### src/rtl/core/fcce_pkg.sv
// Shared types, command codes and decode helpers of the floppy controller command engine.
`timescale 1ns / 1ps
`default_nettype none
package fcce_pkg;

  localparam int unsigned SECTOR_BYTES_DEF = 512;

  localparam logic [2:0] OFF_DOR  = 3'd2;
  localparam logic [2:0] OFF_MSR  = 3'd4;
  localparam logic [2:0] OFF_DATA = 3'd5;
  localparam logic [2:0] OFF_DIR  = 3'd7;

  localparam logic [7:0] OPC_SPECIFY     = 8'h03;
  localparam logic [7:0] OPC_SENSE_DRIVE = 8'h04;
  localparam logic [4:0] OPC_READ        = 5'h06;
  localparam logic [7:0] OPC_RECAL       = 8'h07;
  localparam logic [7:0] OPC_SENSE_INT   = 8'h08;
  localparam logic [4:0] OPC_READ_ID     = 5'h0a;
  localparam logic [7:0] OPC_SEEK        = 8'h0F;

  localparam logic CFG_DRIVE_MASK = 1'b0;
  localparam logic CFG_DMA_COUNT  = 1'b1;

  typedef enum logic [2:0] {
    OP_NONE, OP_SPECIFY, OP_SENSE_DRIVE, OP_READ, OP_RECAL, OP_SENSE_INT,
    OP_READ_ID, OP_SEEK
  } op_e;

  typedef enum logic {ST_IDLE, ST_ADVANCE} ctl_state_e;

  typedef struct packed {
    logic acc;
    logic step;
    logic finish;
  } ctl_cmd_t;

  typedef struct packed {
    logic launch_read;
    logic loop_last;
  } dp_status_t;

  function automatic op_e op_decode(input logic [7:0] op);
    op_e k;
    k = OP_NONE;
    if (op == OPC_SPECIFY) k = OP_SPECIFY;
    else if (op == OPC_SENSE_DRIVE) k = OP_SENSE_DRIVE;
    else if (op[4:0] == OPC_READ) k = OP_READ;
    else if (op == OPC_RECAL) k = OP_RECAL;
    else if (op == OPC_SENSE_INT) k = OP_SENSE_INT;
    else if (op[4:0] == OPC_READ_ID) k = OP_READ_ID;
    else if (op == OPC_SEEK) k = OP_SEEK;
    return k;
  endfunction

  function automatic logic [3:0] op_length(input op_e k);
    logic [3:0] n;
    unique case (k)
      OP_SPECIFY:     n = 4'd3;
      OP_SENSE_DRIVE: n = 4'd2;
      OP_READ:        n = 4'd9;
      OP_RECAL:       n = 4'd2;
      OP_SENSE_INT:   n = 4'd1;
      OP_READ_ID:     n = 4'd2;
      OP_SEEK:        n = 4'd3;
      default:        n = 4'd0;
    endcase
    return n;
  endfunction

endpackage
`default_nettype wire

### src/rtl/core/fcce_ctrl.sv
// Sequencer of the command engine: accepts transactions and walks the read sector loop.
`timescale 1ns / 1ps
`default_nettype none
module fcce_ctrl
  import fcce_pkg::*;
(
  input  wire logic       clk_i,
  input  wire logic       rst_ni,
  input  wire logic       in_valid_i,
  input  wire logic       full_i,
  input  wire dp_status_t status_i,
  output logic            in_ready_o,
  output ctl_cmd_t        cmd_o
);

  ctl_state_e state_q, state_d;

  always_ff @(posedge clk_i or negedge rst_ni) begin
    if (!rst_ni) state_q <= ST_IDLE;
    else state_q <= state_d;
  end

  always_comb begin
    state_d = state_q;
    in_ready_o = 1'b0;
    cmd_o = '0;
    unique case (state_q)
      ST_IDLE: begin
        in_ready_o = !full_i;
        cmd_o.acc = in_valid_i && !full_i;
        if (cmd_o.acc && status_i.launch_read) state_d = ST_ADVANCE;
      end
      ST_ADVANCE: begin
        if (status_i.loop_last) begin
          cmd_o.finish = 1'b1;
          state_d = ST_IDLE;
        end else begin
          cmd_o.step = 1'b1;
        end
      end
      default: state_d = ST_IDLE;
    endcase
  end

endmodule
`default_nettype wire

### src/rtl/core/fcce_datapath.sv
// Register state, command execution and sector advance unit of the command engine.
`timescale 1ns / 1ps
`default_nettype none
module fcce_datapath
  import fcce_pkg::*;
#(
  parameter int unsigned SectorBytes = SECTOR_BYTES_DEF
) (
  input  wire logic       clk_i,
  input  wire logic       rst_ni,
  input  wire ctl_cmd_t   cmd_i,
  input  wire logic       cmd_bit_i,
  input  wire logic [2:0] offset_i,
  input  wire logic [7:0] data_i,
  input  wire logic       cfg_we_i,
  input  wire logic       cfg_index_i,
  input  wire logic [15:0] cfg_data_i,
  output dp_status_t      status_o,
  output logic [7:0]      res_data_o,
  output logic            res_irq_o
);

  localparam int unsigned Shift = $clog2(SectorBytes);
  localparam int unsigned CntW  = 17 - Shift;

  logic [3:0]  mask_q;
  logic [15:0] dma_q;
  logic [7:0]  dor_q, dor_d, st0_q, st0_d;
  logic [3:0]  cl_q, cl_d, cp_q, cp_d, rcf_q, rcf_d;
  logic [2:0]  rl_q, rl_d, rp_q, rp_d;
  logic [7:0]  cb_q [9];
  logic [7:0]  cb_d [9];
  logic [7:0]  rb_q [7];
  logic [7:0]  rb_d [7];
  logic [7:0]  dcyl_q [4];
  logic [7:0]  dcyl_d [4];
  logic [7:0]  lp_rec_q, lp_rec_d, lp_cyl_q, lp_cyl_d;
  logic        lp_head_q, lp_head_d, lp_fail_q, lp_fail_d;
  logic [CntW-1:0] cnt_q, cnt_d;

  always_ff @(posedge clk_i or negedge rst_ni) begin
    if (!rst_ni) begin
      mask_q <= 4'hF;
      dma_q  <= 16'd511;
    end else if (cfg_we_i) begin
      if (cfg_index_i == CFG_DRIVE_MASK) mask_q <= cfg_data_i[3:0];
      else dma_q <= cfg_data_i;
    end
  end

  always_ff @(posedge clk_i or negedge rst_ni) begin
    if (!rst_ni) begin
      dor_q <= '0; st0_q <= '0; cl_q <= '0; cp_q <= '0; rcf_q <= '0;
      rl_q <= '0; rp_q <= '0; cnt_q <= '0;
      for (int i = 0; i < 4; i++) dcyl_q[i] <= '0;
    end else begin
      dor_q <= dor_d; st0_q <= st0_d; cl_q <= cl_d; cp_q <= cp_d; rcf_q <= rcf_d;
      rl_q <= rl_d; rp_q <= rp_d; cnt_q <= cnt_d;
      for (int i = 0; i < 4; i++) dcyl_q[i] <= dcyl_d[i];
    end
  end

  always_ff @(posedge clk_i) begin
    for (int i = 0; i < 9; i++) cb_q[i] <= cb_d[i];
    for (int i = 0; i < 7; i++) rb_q[i] <= rb_d[i];
    lp_rec_q <= lp_rec_d; lp_cyl_q <= lp_cyl_d;
    lp_head_q <= lp_head_d; lp_fail_q <= lp_fail_d;
  end

  logic [7:0]  rd;
  logic        irq;
  logic [3:0]  nl, np;
  logic [1:0]  unit, su;
  logic        head, present;
  logic [2:0]  rp_n;
  logic [7:0]  s, rec_n;
  logic [15:0] sectors;
  op_e         kind;

  always_comb begin
    dor_d = dor_q; st0_d = st0_q; cl_d = cl_q; cp_d = cp_q; rcf_d = rcf_q;
    rl_d = rl_q; rp_d = rp_q; cnt_d = cnt_q;
    for (int i = 0; i < 9; i++) cb_d[i] = cb_q[i];
    for (int i = 0; i < 7; i++) rb_d[i] = rb_q[i];
    for (int i = 0; i < 4; i++) dcyl_d[i] = dcyl_q[i];
    lp_rec_d = lp_rec_q; lp_cyl_d = lp_cyl_q; lp_head_d = lp_head_q; lp_fail_d = lp_fail_q;
    rd = 8'h00; irq = 1'b0; status_o = '0;
    nl = cl_q; np = cp_q; unit = '0; su = '0; head = 1'b0; present = 1'b0;
    rp_n = '0; s = '0; rec_n = '0; kind = OP_NONE;
    sectors = dma_q >> Shift;

    if (cmd_i.acc) begin
      if (!cmd_bit_i) begin
        case (offset_i)
          OFF_MSR: rd = (rl_q != 3'd0) ? 8'hD0 : 8'h80;
          OFF_DATA: begin
            if (rl_q != 3'd0) begin
              rd = rb_q[(rp_q == 3'd7) ? 3'd0 : rp_q];
              rp_n = 3'(rp_q + 3'd1);
              rp_d = rp_n;
              if (rp_n == rl_q) rl_d = 3'd0;
            end else begin
              rd = 8'hFF;
            end
          end
          OFF_DIR: rd = 8'h00;
          default: rd = 8'hFF;
        endcase
      end else if (offset_i == OFF_DOR) begin
        if (!dor_q[2] && data_i[2]) begin
          irq = data_i[3];
          rcf_d = 4'hF;
        end
        dor_d = data_i;
      end else if (offset_i == OFF_DATA) begin
        if (cl_q == 4'd0) begin
          cb_d[0] = data_i;
          nl = op_length(op_decode(data_i));
          if (nl != 4'd0) np = 4'd1;
        end else begin
          if (cp_q < 4'd9) cb_d[cp_q] = data_i;
          np = 4'(cp_q + 4'd1);
        end
        cl_d = nl;
        cp_d = np;
        if (nl != 4'd0 && np == nl) begin
          kind = op_decode(cb_d[0]);
          unit = cb_d[1][1:0];
          head = cb_d[1][2];
          present = mask_q[unit];
          unique case (kind)
            OP_SENSE_DRIVE: begin
              rb_d[0] = (dcyl_q[unit] == 8'd0) ? 8'h30 : 8'h20;
              rl_d = 3'd1;
            end
            OP_READ: begin
              status_o.launch_read = 1'b1;
              lp_rec_d = cb_d[4];
              lp_cyl_d = cb_d[2];
              lp_head_d = head;
              lp_fail_d = !present;
              cnt_d = present ? CntW'(sectors) + CntW'(1) : '0;
            end
            OP_RECAL, OP_SEEK: begin
              st0_d = {6'd0, unit} | (present ? 8'h20 : 8'h50);
              if (present) dcyl_d[unit] = (kind == OP_RECAL) ? 8'd0 : cb_d[2];
              irq = dor_q[3];
            end
            OP_SENSE_INT: begin
              s = st0_q;
              if (rcf_q != 4'd0) begin
                if (rcf_q[0]) su = 2'd0;
                else if (rcf_q[1]) su = 2'd1;
                else if (rcf_q[2]) su = 2'd2;
                else su = 2'd3;
                rcf_d[su] = 1'b0;
                s = {6'b110000, su};
              end
              rb_d[0] = s;
              rb_d[1] = dcyl_q[s[1:0]];
              rl_d = 3'd2;
              st0_d = 8'd0;
            end
            OP_READ_ID: begin
              s = {5'd0, head, unit};
              st0_d = s;
              rb_d[0] = s; rb_d[1] = 8'd0; rb_d[2] = 8'd0; rb_d[3] = dcyl_q[unit];
              rb_d[4] = {7'd0, head}; rb_d[5] = 8'd1; rb_d[6] = 8'd2;
              rl_d = 3'd7;
              irq = dor_q[3];
            end
            OP_SPECIFY, OP_NONE: irq = 1'b0;
          endcase
          cl_d = 4'd0;
          rp_d = 3'd0;
        end
      end
    end

    // one sector advance per cycle
    if (cmd_i.step) begin
      rec_n = 8'(lp_rec_q + 8'd1);
      if (rec_n > cb_q[6]) begin
        lp_rec_d = 8'd1;
        lp_head_d = !lp_head_q;
        if (lp_head_q) lp_cyl_d = 8'(lp_cyl_q + 8'd1);
      end else begin
        lp_rec_d = rec_n;
      end
      cnt_d = CntW'(cnt_q - CntW'(1));
    end

    if (cmd_i.finish) begin
      s = {1'b0, lp_fail_q, 3'd0, lp_head_q, cb_q[1][1:0]};
      st0_d = s;
      rb_d[0] = s; rb_d[1] = 8'd0; rb_d[2] = 8'd0; rb_d[3] = lp_cyl_q;
      rb_d[4] = {7'd0, lp_head_q}; rb_d[5] = lp_rec_q; rb_d[6] = cb_q[5];
      rl_d = 3'd7;
    end

    status_o.loop_last = (cnt_q == '0);
    res_data_o = cmd_i.finish ? 8'h00 : rd;
    res_irq_o  = cmd_i.finish ? dor_q[3] : irq;
  end

endmodule
`default_nettype wire

### src/rtl/core/floppy_controller_command_engine.sv
// Top level of the 765-style floppy controller command engine with its result queue.
//
// Usage: each input transaction is one bus access (cmd_i: 0 read, 1 write;
// reg_offset_i; write_data_i). Every access yields exactly one result
// transaction (read_data_o, irq_pulse_o) on the output channel, in order.
// Both channels use valid/ready; a transaction moves when both are high.
// Most accesses finish in the accept cycle and their result is visible
// in the next cycle. The data write that completes a read command runs
// the sector advance loop, one sector per cycle, and advances
// floor(count / SectorBytes) + 1 sectors (none when the drive is absent).
// SectorBytes must be a power of two.
// Throughput: one access per cycle outside read commands while the
// result queue is not full; the advance loop blocks new accesses while it runs.
// A two-entry result queue decouples the sides: input is still accepted
// while one result waits on a stalled receiver; with two waiting, hold
// in_ready_o low until out_ready_i drains one.
// Reset clears all control state, the drive cylinders and the queue; the
// configuration registers return to mask 15 and count 511. Write config
// through cfg_we_i only while idle.
`timescale 1ns / 1ps
`default_nettype none
module floppy_controller_command_engine
  import fcce_pkg::*;
#(
  parameter int unsigned SectorBytes = SECTOR_BYTES_DEF
) (
  input  wire logic        clk_i,
  input  wire logic        rst_ni,
  input  wire logic        in_valid_i,
  output logic             in_ready_o,
  input  wire logic        cmd_i,
  input  wire logic [2:0]  reg_offset_i,
  input  wire logic [7:0]  write_data_i,
  output logic             out_valid_o,
  input  wire logic        out_ready_i,
  output logic [7:0]       read_data_o,
  output logic             irq_pulse_o,
  input  wire logic        cfg_we_i,
  input  wire logic        cfg_index_i,
  input  wire logic [15:0] cfg_data_i
);

  ctl_cmd_t   cmd;
  dp_status_t status;
  logic [7:0] res_data;
  logic       res_irq;

  // result queue: two entries, pointer based
  logic [8:0] q_mem [2];
  logic       wp_q, rp_q;
  logic [1:0] cnt_q;
  logic       push, pop, full;

  assign full = (cnt_q == 2'd2);
  assign push = (cmd.acc && !status.launch_read) || cmd.finish;
  assign pop  = out_valid_o && out_ready_i;

  fcce_ctrl u_ctrl (
    .clk_i, .rst_ni, .in_valid_i, .full_i(full), .status_i(status),
    .in_ready_o, .cmd_o(cmd)
  );

  fcce_datapath #(.SectorBytes(SectorBytes)) u_dp (
    .clk_i, .rst_ni, .cmd_i(cmd), .cmd_bit_i(cmd_i), .offset_i(reg_offset_i),
    .data_i(write_data_i), .cfg_we_i, .cfg_index_i, .cfg_data_i,
    .status_o(status), .res_data_o(res_data), .res_irq_o(res_irq)
  );

  always_ff @(posedge clk_i or negedge rst_ni) begin
    if (!rst_ni) begin
      wp_q <= 1'b0; rp_q <= 1'b0; cnt_q <= 2'd0;
    end else begin
      if (push) wp_q <= !wp_q;
      if (pop) rp_q <= !rp_q;
      cnt_q <= 2'(cnt_q + {1'b0, push} - {1'b0, pop});
    end
  end

  always_ff @(posedge clk_i) begin
    if (push) q_mem[wp_q] <= {res_irq, res_data};
  end

  assign out_valid_o = (cnt_q != 2'd0);
  assign read_data_o = q_mem[rp_q][7:0];
  assign irq_pulse_o = q_mem[rp_q][8];

  a_cnt_range: assert property (@(posedge clk_i) disable iff (!rst_ni) cnt_q != 2'd3)
    else $error("result queue count out of range");
  a_no_overflow: assert property (@(posedge clk_i) disable iff (!rst_ni)
    push |-> (!full || pop)) else $error("result queue overflow");
  a_busy_no_accept: assert property (@(posedge clk_i) disable iff (!rst_ni)
    (cmd.step || cmd.finish) |-> !in_ready_o) else $error("accept during sector loop");
  a_one_push: assert property (@(posedge clk_i) disable iff (!rst_ni)
    !(cmd.acc && cmd.finish)) else $error("accept and finish in one cycle");

endmodule
`default_nettype wire

### config.mk
export PLATFORM = sky130hd
export DESIGN_NAME = floppy_controller_command_engine
export DESIGN_NICKNAME = d
export VERILOG_FILES = /design/src/rtl/core/fcce_pkg.sv /design/src/rtl/core/fcce_ctrl.sv /design/src/rtl/core/fcce_datapath.sv /design/src/rtl/core/floppy_controller_command_engine.sv
export SDC_FILE = /design/constraint.sdc
export NUM_CORES = 1
export LEC_CHECK = 0
export ABC_CLOCK_PERIOD_IN_PS = 7650
export BUFFER_PORTS_ARGS = -buffer_cell sky130_fd_sc_hd__buf_2
export CORE_UTILIZATION = 58
export CTS_CLUSTER_SIZE = 28
export DETAILED_ROUTE_END_ITERATION = 7
export GPL_ROUTABILITY_DRIVEN = 0
export PLACE_DENSITY = 0.86
export RECOVER_POWER = 50
export SETUP_SLACK_MARGIN = 0.02
export SYNTH_ARGS = -nofsm -noshare
export SYNTH_HDL_FRONTEND = slang
export SYNTH_SLANG_ARGS = --single-unit
### constraint.sdc
create_clock -name clk_i -period 7.65 [get_ports clk_i]
set_clock_uncertainty 0.1 [all_clocks]
set_input_delay 0.3825 -clock clk_i [delete_from_list [all_inputs] [get_ports clk_i]]
set_output_delay 0.3825 -clock clk_i [all_outputs]
set_load 0.01 [all_outputs]
==> results of run 1 <==
flip-flops by register name, indices dropped and copies added, names as in the netlist, 2 cells and up:
| signal | flops |
|---|---|
| u_dp.cp_q | 4 |
| u_dp.st0_q | 6 |
| u_dp.lp_rec_q | 8 |
| u_dp.rcf_q | 4 |
| q_mem | 18 |
| u_dp.rl_q | 3 |
| u_dp.dcyl_q | 32 |
| cnt_q | 2 |
| u_dp.dor_q | 2 |
| u_dp.cl_q | 4 |
| u_dp.dma_q | 7 |
| u_dp.cnt_q | 8 |
| u_dp.rb_q | 40 |
| u_dp.lp_cyl_q | 8 |
| u_dp.rp_q | 3 |
| u_dp.mask_q | 4 |
| u_dp.cb_q | 43 |
power by group through the flow:
stage	combinational (uW)	clock [uW]	sequential [uW]
final	163	1060	1180
after global routing	179	1110	1180
after CTS	170	1070	1180
after detailed placement	166	0	1200
after global placement	159	0	1200
after floorplan	117	0	1190
repair_timing:
action / in CTS / in global routing
hold buffers: 7 / 1
hold endpoints to repair: 7 / 1
resized for setup: 0 / 0
buffers inserted: 0 / 0
area by class of cell:
| cell class | instances | area, um2 | share of cell area [%] |
|---|---|---|---|
| clock buffer | 28 | 593 | 5.00 |
| multi-input combinational | 668 | 4860 | 41.0 |
| sequential | 201 | 5540 | 46.7 |
| timing repair buffer | 57 | 303 | 2.55 |
| clock inverter | 12 | 136 | 1.15 |
| tap | 229 | 287 | 2.42 |
| inverter | 38 | 143 | 1.20 |
layout by cell type, fill, tap and decap left out, drive strengths merged, types with 7 or more instances in the layout:
master	synthesis	layout
edfxtp	110	110
dfrtp	78	78
mux2	77	77
nand2	72	72
nor2	63	63
clkbuf	33	54
o21ai	45	45
a21oi	41	41
inv	38	39
nand3	39	39
nor3	34	34
and3	26	26
mux2i	24	24
buf	14	23
ha	21	21
nor2b	19	19
nand2b	15	15
a221oi	15	15
and2	12	12
nor4	12	12
xnor2	11	11
a22o	10	10
xor2	9	9
a22oi	9	9
dfxtp	9	9
a31o	9	9
mux4	8	8
dlygate4sd3	0	8
clkinv	0	8
a31oi	7	7
cell families after synthesis:
| group | count (synthesis) | share of synthesized area, % |
|---|---|---|
| adder cells (fa/ha/maj) | 21 | 2.45 |
| XOR/XNOR | 20 | 1.63 |
| flip-flops | 201 | 51.6 |
| buffers and inverters | 85 | 3.23 |
| AND/OR/NAND/NOR | 320 | 16.2 |
| multiplexers | 109 | 12.0 |
| AO/OA/AOI/OAI | 198 | 12.9 |
metal layers:
metal  up-vias  wire length (um)  global-route usage (%)
li1       3645                 -                       -
met1      3872             10100                    34.6
met2       408             12400                    45.8
met3        85              1930                    4.71
met4         0              1040                    11.9
met5         -                 0                       0
through the flow:
step	std cells	hold WS [ps]	power [uW]
floorplan	954	-13.1	1310
CTS	1232	0.218	2420
detailed placement	1185	381	1370
finish	1233	10.9	2400
global route	1233	8.68	2480
global placement	1185	363	1360
worst max-delay path by stage:
stage / depth (start not counted) / end / slack, ps
3_3_place_gp: 10 / u_dp.rb_q[0][4]$_SDFFCE_PP0P_ / 3620
4_1_cts: 10 / u_dp.rb_q[0][4]$_SDFFCE_PP0P_ / 3450
3_5_place_dp: 13 / cnt_q[1]$_DFF_PN0_ / 3520
2_1_floorplan: 9 / u_dp.rb_q[3][0]$_DFFE_PP_ / 2910
5_1_grt: 11 / u_dp.cnt_q[7]$_DFFE_PN0P_ / 2070
6_report: 11 / u_dp.cnt_q[7]$_DFFE_PN0P_ / 2380
==> flow_metrics.tcl, run 1 <==
set metrics [dict create \
    outcome "finished, violations left" \
    violations "capacitance limit, slew limit" \
    dieArea_um2 19000 \
    min_path_cells 2 \
    vias 8010 \
    rsz0062_at_grt "no" \
    post-route-util_pct 65.8 \
    rows 49 \
    synthTopCellsByCount "edfxtp_1 (110), dfrtp_1 (78), mux2_2 (75), nand2_1 (71), nor2_1 (62)" \
    design_area_um2 11900 \
    max_stage_delay_ps 1550 \
    p_leak_uw 0.00470 \
    cts_tree "built" \
    cap_violations 2 \
    setup-tns-final_ps 0 \
    preCtsSetupSlack_ps 3520 \
    clock_path_buffers 3 \
    place_hpwl_um 17400 \
    fp.dieH_um 138 \
    yosys-top-cells-area "edfxtp_1 (31%), dfrtp_1 (18%), mux2_2 (7.9%), nand2_1 (2.5%), ha_1 (2.4%)" \
    r2r_end "u_dp.cnt_q[7]$_DFFE_PN0P_" \
    grt_pass1_vias 7921 \
    power.internal_uw 1850 \
    p_clk_share_pct 44.1 \
    seq_area_frac_synth_pct 51.6 \
    rr_startpoint "u_ctrl.state_q$_DFF_PN0_" \
    start_kind "flip-flop" \
    timing.final.ws_setup_ps 2380 \
    cts_buffers 22 \
    antenna_found_initial 0 \
    hold_viol 0 \
    drt_first_pass_iters 5 \
    power_density_nw_per_um2 203 \
    crit_top_cell "clkbuf_1" \
    grt_remaining_overflow 0 \
    clk_latency_ps 520 \
    maxSlewViolCount 122 \
    ant_nets 0 \
    vias_per_cell 6.50 \
    core_region_area_um2 18000 \
    yosysTopAreaCell "edfxtp_1" \
    wl_per_cell_um 20.7 \
    start_util_pct 59.5 \
    sw_frac_of_total_pct 22.9 \
    synth-main-ff-cell "edfxtp_1" \
    fin_crit_ps 5270 \
    fmax_mhz 190 \
    finalWirelength_um 25500 \
    io_buffers 39 \
    grt_pass1_wl_um 41400 \
    synth.avg_cell_area_um2 11.2 \
    power_frac_seq_pct 49.1 \
    tightestPinTransition_ps 4510 \
    crit_family "buffers and inverters" \
    clockRootBuffer "clkbuf_16" \
    yosysMostFrequentCell "edfxtp_1" \
    hold_start "cfg_data_i[11]" \
    drive_above_1_share_pct 16.9 \
    clk_pin_slew_ps 60 \
    power_switching_uw 551 \
    r2r_slack_ps 2380 \
    power.combinational.fraction_pct 6.8 \
    critPathBufInv 4 \
    required_ps 7980 \
    grt_util_all_layers_pct 27.2 \
    syn-num-nets 1009 \
    ios 45 \
    slew_headroom_pct -201 \
    synth_edf_count 110 \
    grt_start_max_net_pins 83 \
    yosysUniqueCellTypes 78 \
    critPathKind "reg2reg" \
    crit_start "u_ctrl.state_q$_DFF_PN0_" \
    fillers 1328 \
    synth-seq-cells 201 \
    drc_errors 0 \
    end_kind "flip-flop" \
    syn_inst 954 \
    cp_slowest_cell "clkbuf_1" \
    peakVddDrop_v 0.000194 \
    crit_path_cell_trace "clkbuf_1 > a211oi_1 > clkbuf_1 > nand3_1 > inv_1 > clkbuf_1 > and2_1 > nand3_1 > nor4_1 > nand4_1 > o211ai_1" \
    cts.sinks 201 \
    cp_max_fo 38 \
    worstHoldEndpoint "u_dp.dma_q[11]$_DFFE_PN0P_" \
    synth_area_um2 10700 \
    drtIter0Drc 732 \
    diodes 0 \
    arrival_ps 5590 \
    final-setup-viol-count 0 \
    placed_area_um2 11100 \
    reg2reg_depth 11 \
    period_share_pct 68.8 \
    die_w_um 138 \
    async_flop_share_pct 40.8 \
    num-nets-final 1043 \
    htreeDepth 1 \
    yosys_warnings 0 \
    min_path_type "in2reg" \
    yosysTopAreaCellShare_pct 30.8 \
    syn2layout_area_growth_pct 10.5 \
]
Note: power is estimated with default switching activity, not from simulation.
==> run 2, diff against run 1 <==
ABC_CLOCK_PERIOD_IN_PS = 5050   (was 7650)
clock period = 5.05 ns   (was 7.65 ns; I/O delays follow)
==> flow_metrics.tcl, run 2 (synthesis gave the netlist of run 1 again) <==
set metrics [dict create \
    outcome "finished, violations left" \
    violations "capacitance limit, slew limit" \
    dieArea_um2 19000 \
    drt_first_pass_iters 5 \
    crit_start "u_dp.cp_q[0]$_DFFE_PN0P_" \
    place_hpwl_um 17500 \
    drive_above_1_share_pct 17.4 \
    timing.final.ws_setup_ps 933 \
    power_density_nw_per_um2 304 \
    cts_tree "built" \
    diodes 0 \
    num-nets-final 1055 \
    fmax_mhz 243 \
    grt_pass1_wl_um 41300 \
    most-common-layout-cells "edfxtp_1 (110), dfrtp_1 (78), mux2_2 (74), nand2_1 (71), nor2_1 (62)" \
    ios 45 \
    final_common_cell "edfxtp_1" \
    wl_per_cell_um 20.6 \
    cap_violations 1 \
    setup-tns-final_ps 0 \
    antenna_found_initial 0 \
    cts_buffers 22 \
    grt_util_all_layers_pct 27.1 \
    clockRootBuffer "clkbuf_16" \
    die_w_um 138 \
    rr_startpoint "u_dp.cp_q[0]$_DFFE_PN0P_" \
    largest_reg_flops 43 \
    hold_viol 0 \
    rows 49 \
    maxSlewViolCount 83 \
    ant_nets 0 \
    clk_pin_slew_ps 60 \
    syn2layout_area_growth_pct 11.3 \
    drtIter0Drc 788 \
    period_share_pct 81.5 \
    start_util_pct 59.5 \
    start_kind "flip-flop" \
    fin_crit_ps 4120 \
    io_buffers 39 \
    cts_hold_buf 15 \
    core_region_area_um2 18000 \
    rsz0062_at_grt "no" \
    design_area_um2 11900 \
    fp.dieH_um 138 \
    min_path_type "in2reg" \
    preCtsSetupSlack_ps 1060 \
    finalWirelength_um 25700 \
    p_leak_uw 0.00473 \
    slew_headroom_pct -45.0 \
    peakVddDrop_v 0.000312 \
    htreeDepth 1 \
    vias_per_cell 6.51 \
    hold_start "cfg_index_i" \
    critPathKind "reg2reg" \
    arrival_ps 4380 \
    clock_path_buffers 3 \
    cts.sinks 201 \
    post_cts_buffers 0 \
    cp_max_fo 20 \
    required_ps 5320 \
    drc_errors 0 \
    grt_start_max_net_pins 83 \
    clk_latency_ps 510 \
    largestRegisters "u_dp.cb_q x43, u_dp.rb_q x40, u_dp.dcyl_q x32" \
    largest_register "u_dp.cb_q" \
    post-route-util_pct 66.2 \
    grt_remaining_overflow 0 \
    end_kind "flip-flop" \
    final-setup-viol-count 0 \
    tightestPinTransition_ps 2180 \
    grt_pass1_vias 8078 \
    p_total_uw 3620 \
    vias 8106 \
    placed_area_um2 11100 \
    cts-resized-gates 0 \
]
## run 2: cell types whose count changed in the layout (fill, tap and decap cells not counted), moves of 2 or more
| cell | delta |
|---|---|
| mux2_2 | +8 |
| buf_4 | +2 |
| dfstp_2 | -2 |
| dfstp_1 | +2 |
| mux2_1 | -8 |
| clkbuf_1 | +3 |
| clkinv_4 | -2 |
| dlygate4sd3_1 | +7 |
## run 2: where the power goes
group / switching [uW] / internal [uW]
clock network: 628 / 949
logic: 139 / 116
registers: 39.6 / 1750
total: 807 / 2820
## run 2: final timing paths
check                                                 to  slack [ps]  cells past startpoint
max in group asynchronous               rp_q$_DFFE_PN0P_        2740                      2
min                           u_dp.mask_q[2]$_DFFE_PN1P_          40                      3
min reg2reg                             wp_q$_DFFE_PN0N_         400                      1
min in group asynchronous    u_dp.dcyl_q[18]$_DFFE_PN0P_         810                      2
max reg2reg                u_dp.rb_q[0][4]$_SDFFCE_PP0P_         930                     10
max                        u_dp.rb_q[0][4]$_SDFFCE_PP0P_         930                     10
## run 2: through the flow
stage          hold WS (ps)  cells
2_1_floorplan          -143    954
3_3_place_gp            343   1190
3_5_place_dp            368   1190
4_1_cts                7.96   1245
5_1_grt                56.8   1245
6_report               38.5   1245
## run 2: worst max-delay path, stage by stage, from the launching register on
cell and delay, ps:
dfrtp_1 550, ha_1 230, nor3b_1 390, a21bo_2 230, and2_0 740, inv_1 680, mux2i_1 330, mux2_2 190
nor4b_1 270, nand4_1 180, nand2_1 90
## run 2: area by class of cell
class / instances / area [um2]
flip-flops and latches: 201 / 5540
well taps: 229 / 287
clock buffers: 30 / 612
fillers: 1323 / 6090
clock inverters: 10 / 100
inverters: 38 / 143
repair buffers: 69 / 402
multi-input cells: 668 / 4860
## run 2: per-layer routing
layer,track usage (%),part of all wire [%],vias up
met1,34.9,39,3899
met4,11.0,3.4,0
met2,45.8,49,456
met3,4.16,7.8,78
li1,-,-,3673
met5,0,0,-
==> run 3, diff against run 2 <==
ABC_AREA = 1   (was default)
ABC_CLOCK_PERIOD_IN_PS = 3600   (was 5050)
CORE_UTILIZATION = 56   (was 58)
clock period = 3.6 ns   (was 5.05 ns; I/O delays follow)
==> flow_metrics.tcl, run 3 <==
set metrics [dict create \
    maxSlewViolCount 69 \
    yosysTopAreaCell "edfxtp_1" \
    most-common-layout-cells "nand2_1 (296), inv_1 (141), nor2_1 (118), edfxtp_1 (110), o21ai_0 (89)" \
    hold_viol 0 \
    vias_per_cell 5.70 \
    required_ps 3740 \
    ant_nets 0 \
    largest_reg_flops 43 \
    vias 9009 \
    finalWirelength_um 26000 \
    cp_max_fo 25 \
    synth.avg_cell_area_um2 8.58 \
    crit_start "u_ctrl.state_q$_DFF_PN0_" \
    drc_errors 0 \
    design_area_um2 12100 \
    syn-num-nets 1312 \
    p_total_uw 5040 \
    synth-seq-cells 201 \
    rows 50 \
    yosys_warnings 0 \
    largest_register "u_dp.cb_q" \
    critPathKind "reg2reg" \
    place_hpwl_um 18100 \
    synth-main-ff-cell "edfxtp_1" \
    cts.sinks 201 \
    clk_pin_slew_ps 60 \
    synth_edf_count 110 \
    hold_ws_ps 58.4 \
    clock_path_buffers 3 \
    timing.final.ws_setup_ps 255 \
    start_util_pct 57.5 \
    power_density_nw_per_um2 416 \
    grt_remaining_overflow 0 \
    io_buffers 39 \
    die_w_um 141 \
    rr_startpoint "u_ctrl.state_q$_DFF_PN0_" \
    cts_tree "built" \
    peakVddDrop_v 0.000371 \
    multi_input_area_um2 4420 \
    slew_headroom_pct -17.3 \
    hold_start "reg_offset_i[1]" \
    final-setup-viol-count 0 \
    regArea_um2 5540 \
    syn_inst 1257 \
    diodes 0 \
    core_region_area_um2 18800 \
    drtIter0Drc 907 \
    p_leak_uw 0.00544 \
    placed_area_um2 11200 \
    yosysMostFrequentCell "nand2_1" \
    synth_area_um2 10800 \
    cap_violations 1 \
    arrival_ps 3480 \
    drt_first_pass_iters 7 \
    fmax_mhz 299 \
    wl_per_cell_um 16.4 \
    clk_latency_ps 510 \
    final_common_cell "nand2_1" \
    cts_buffers 23 \
    fillers 1447 \
    grt_util_all_layers_pct 26.8 \
    preCtsSetupSlack_ps 218 \
    async_flop_share_pct 40.8 \
    synthTopCellsByCount "nand2_1 (295), inv_1 (142), nor2_1 (118), edfxtp_1 (110), o21ai_0 (87)" \
    finalNonFillerCells 1581 \
    yosysUniqueCellTypes 54 \
    yosys-top-cells-area "edfxtp_1 (31%), dfrtp_1 (18%), nand2_1 (10%), inv_1 (4.9%), nor2_1 (4.1%)" \
    clockRootBuffer "clkbuf_16" \
    yosysTopAreaCellShare_pct 30.6 \
    largestRegisters "u_dp.cb_q x43, u_dp.rb_q x40, u_dp.dcyl_q x32" \
    fp.dieH_um 141 \
    dieArea_um2 19800 \
    seq_area_frac_synth_pct 51.4 \
    syn2layout_area_growth_pct 12.4 \
    drive_above_1_share_pct 11.1 \
    num-nets-final 1386 \
    tightestPinTransition_ps 1760 \
    dp_cells 1516 \
    htreeDepth 1 \
    ios 45 \
    period_share_pct 92.9 \
    outcome "finished, violations left" \
    start_kind "flip-flop" \
    antenna_found_initial 0 \
    violations "capacitance limit, slew limit" \
    min_path_type "in2reg" \
    fin_crit_ps 3350 \
    end_kind "flip-flop" \
    grt_pass1_vias 8581 \
    grt_start_max_net_pins 69 \
    grt_pass1_wl_um 42200 \
]
[run 3: cell types whose count changed in the layout (fill, tap and decap cells not counted), moves of 26 or more]
| cell | delta |
|---|---|
| and3_1 | -26 |
| inv_1 | +103 |
| mux2_2 | -71 |
| nand2_1 | +225 |
| nand3_1 | +29 |
| nor2_1 | +56 |
| o21ai_0 | +49 |
| o21ai_1 | +40 |
[run 3: metal layers]
| metal | track usage [%] | share of wire, % | up-vias |
|---|---|---|---|
| li1 | - | - | 4339 |
| met1 | 34.3 | 40 | 4127 |
| met2 | 46.2 | 48 | 455 |
| met3 | 3.53 | 7.8 | 88 |
| met4 | 11.2 | 3.6 | 0 |
| met5 | 0 | 0 | - |
[run 3: where the power goes]
group / internal (uW) / switching, uW
Sequential: 2450 / 37.5
Clock: 1300 / 887
Combinational: 139 / 225
Total: 3890 / 1150
[run 3: kinds of logic after synthesis]
logic type                 share of synthesized area [%]
AOI/OAI and AO/OA                                   12.2
xor gates and xnor gates                            1.70
adders and majority gates                           2.44
buffers and inverters                               7.49
DFF                                                 51.4
muxes                                              0.313
and+or+nand+nor                                     24.5
[run 3: area by class of cell]
cell class | count | share of cell area (%)
clock buffer | 30 | 5.21
multi-input combinational | 859 | 36.4
sequential | 201 | 45.7
tap | 234 | 2.41
inverter | 164 | 5.08
clock inverter | 11 | 0.671
timing repair buffer | 82 | 4.50
[run 3: what timing repair did]
item	4_1_cts	5_1_grt
buffers inserted	0	1
hold buffers	23	0
endpoints found under the hold margin	92	0
endpoints found under the setup margin	0	8
resized for setup	0	2
[run 3: critical path, stage by stage (launching register included)]
cell,delay [ps]
dfrtp_1,460
a21oi_1,220
nand2_1,250
nor2_1,150
clkbuf_1,480
inv_1,180
nor2_1,380
buf_4,310
nand3_1,130
nand3_1,120
inv_1,60
buf_4,230
[run 3: stage by stage]
step	utilization [%]	setup TNS, ps
global route	64.6	-0.970
global placement	59.8	0
finish	64.6	0
detailed placement	59.8	0
CTS	64.9	0
floorplan	-	0
[run 3: worst paths after layout]
check	depth (start not counted)	slack [ps]	endpoint
max in group asynchronous	3	1280	u_dp.rp_q[0]$_DFFE_PN0P_
max reg2reg	11	250	u_dp.rb_q[3][1]$_DFFE_PP_
min reg2reg	2	370	u_dp.st0_q[0]$_DFFE_PN0P_
min in group asynchronous	2	560	rp_q$_DFFE_PN0P_
min	4	60	q_mem[0][7]$_DFFE_PP_
max	11	250	u_dp.rb_q[3][1]$_DFFE_PP_
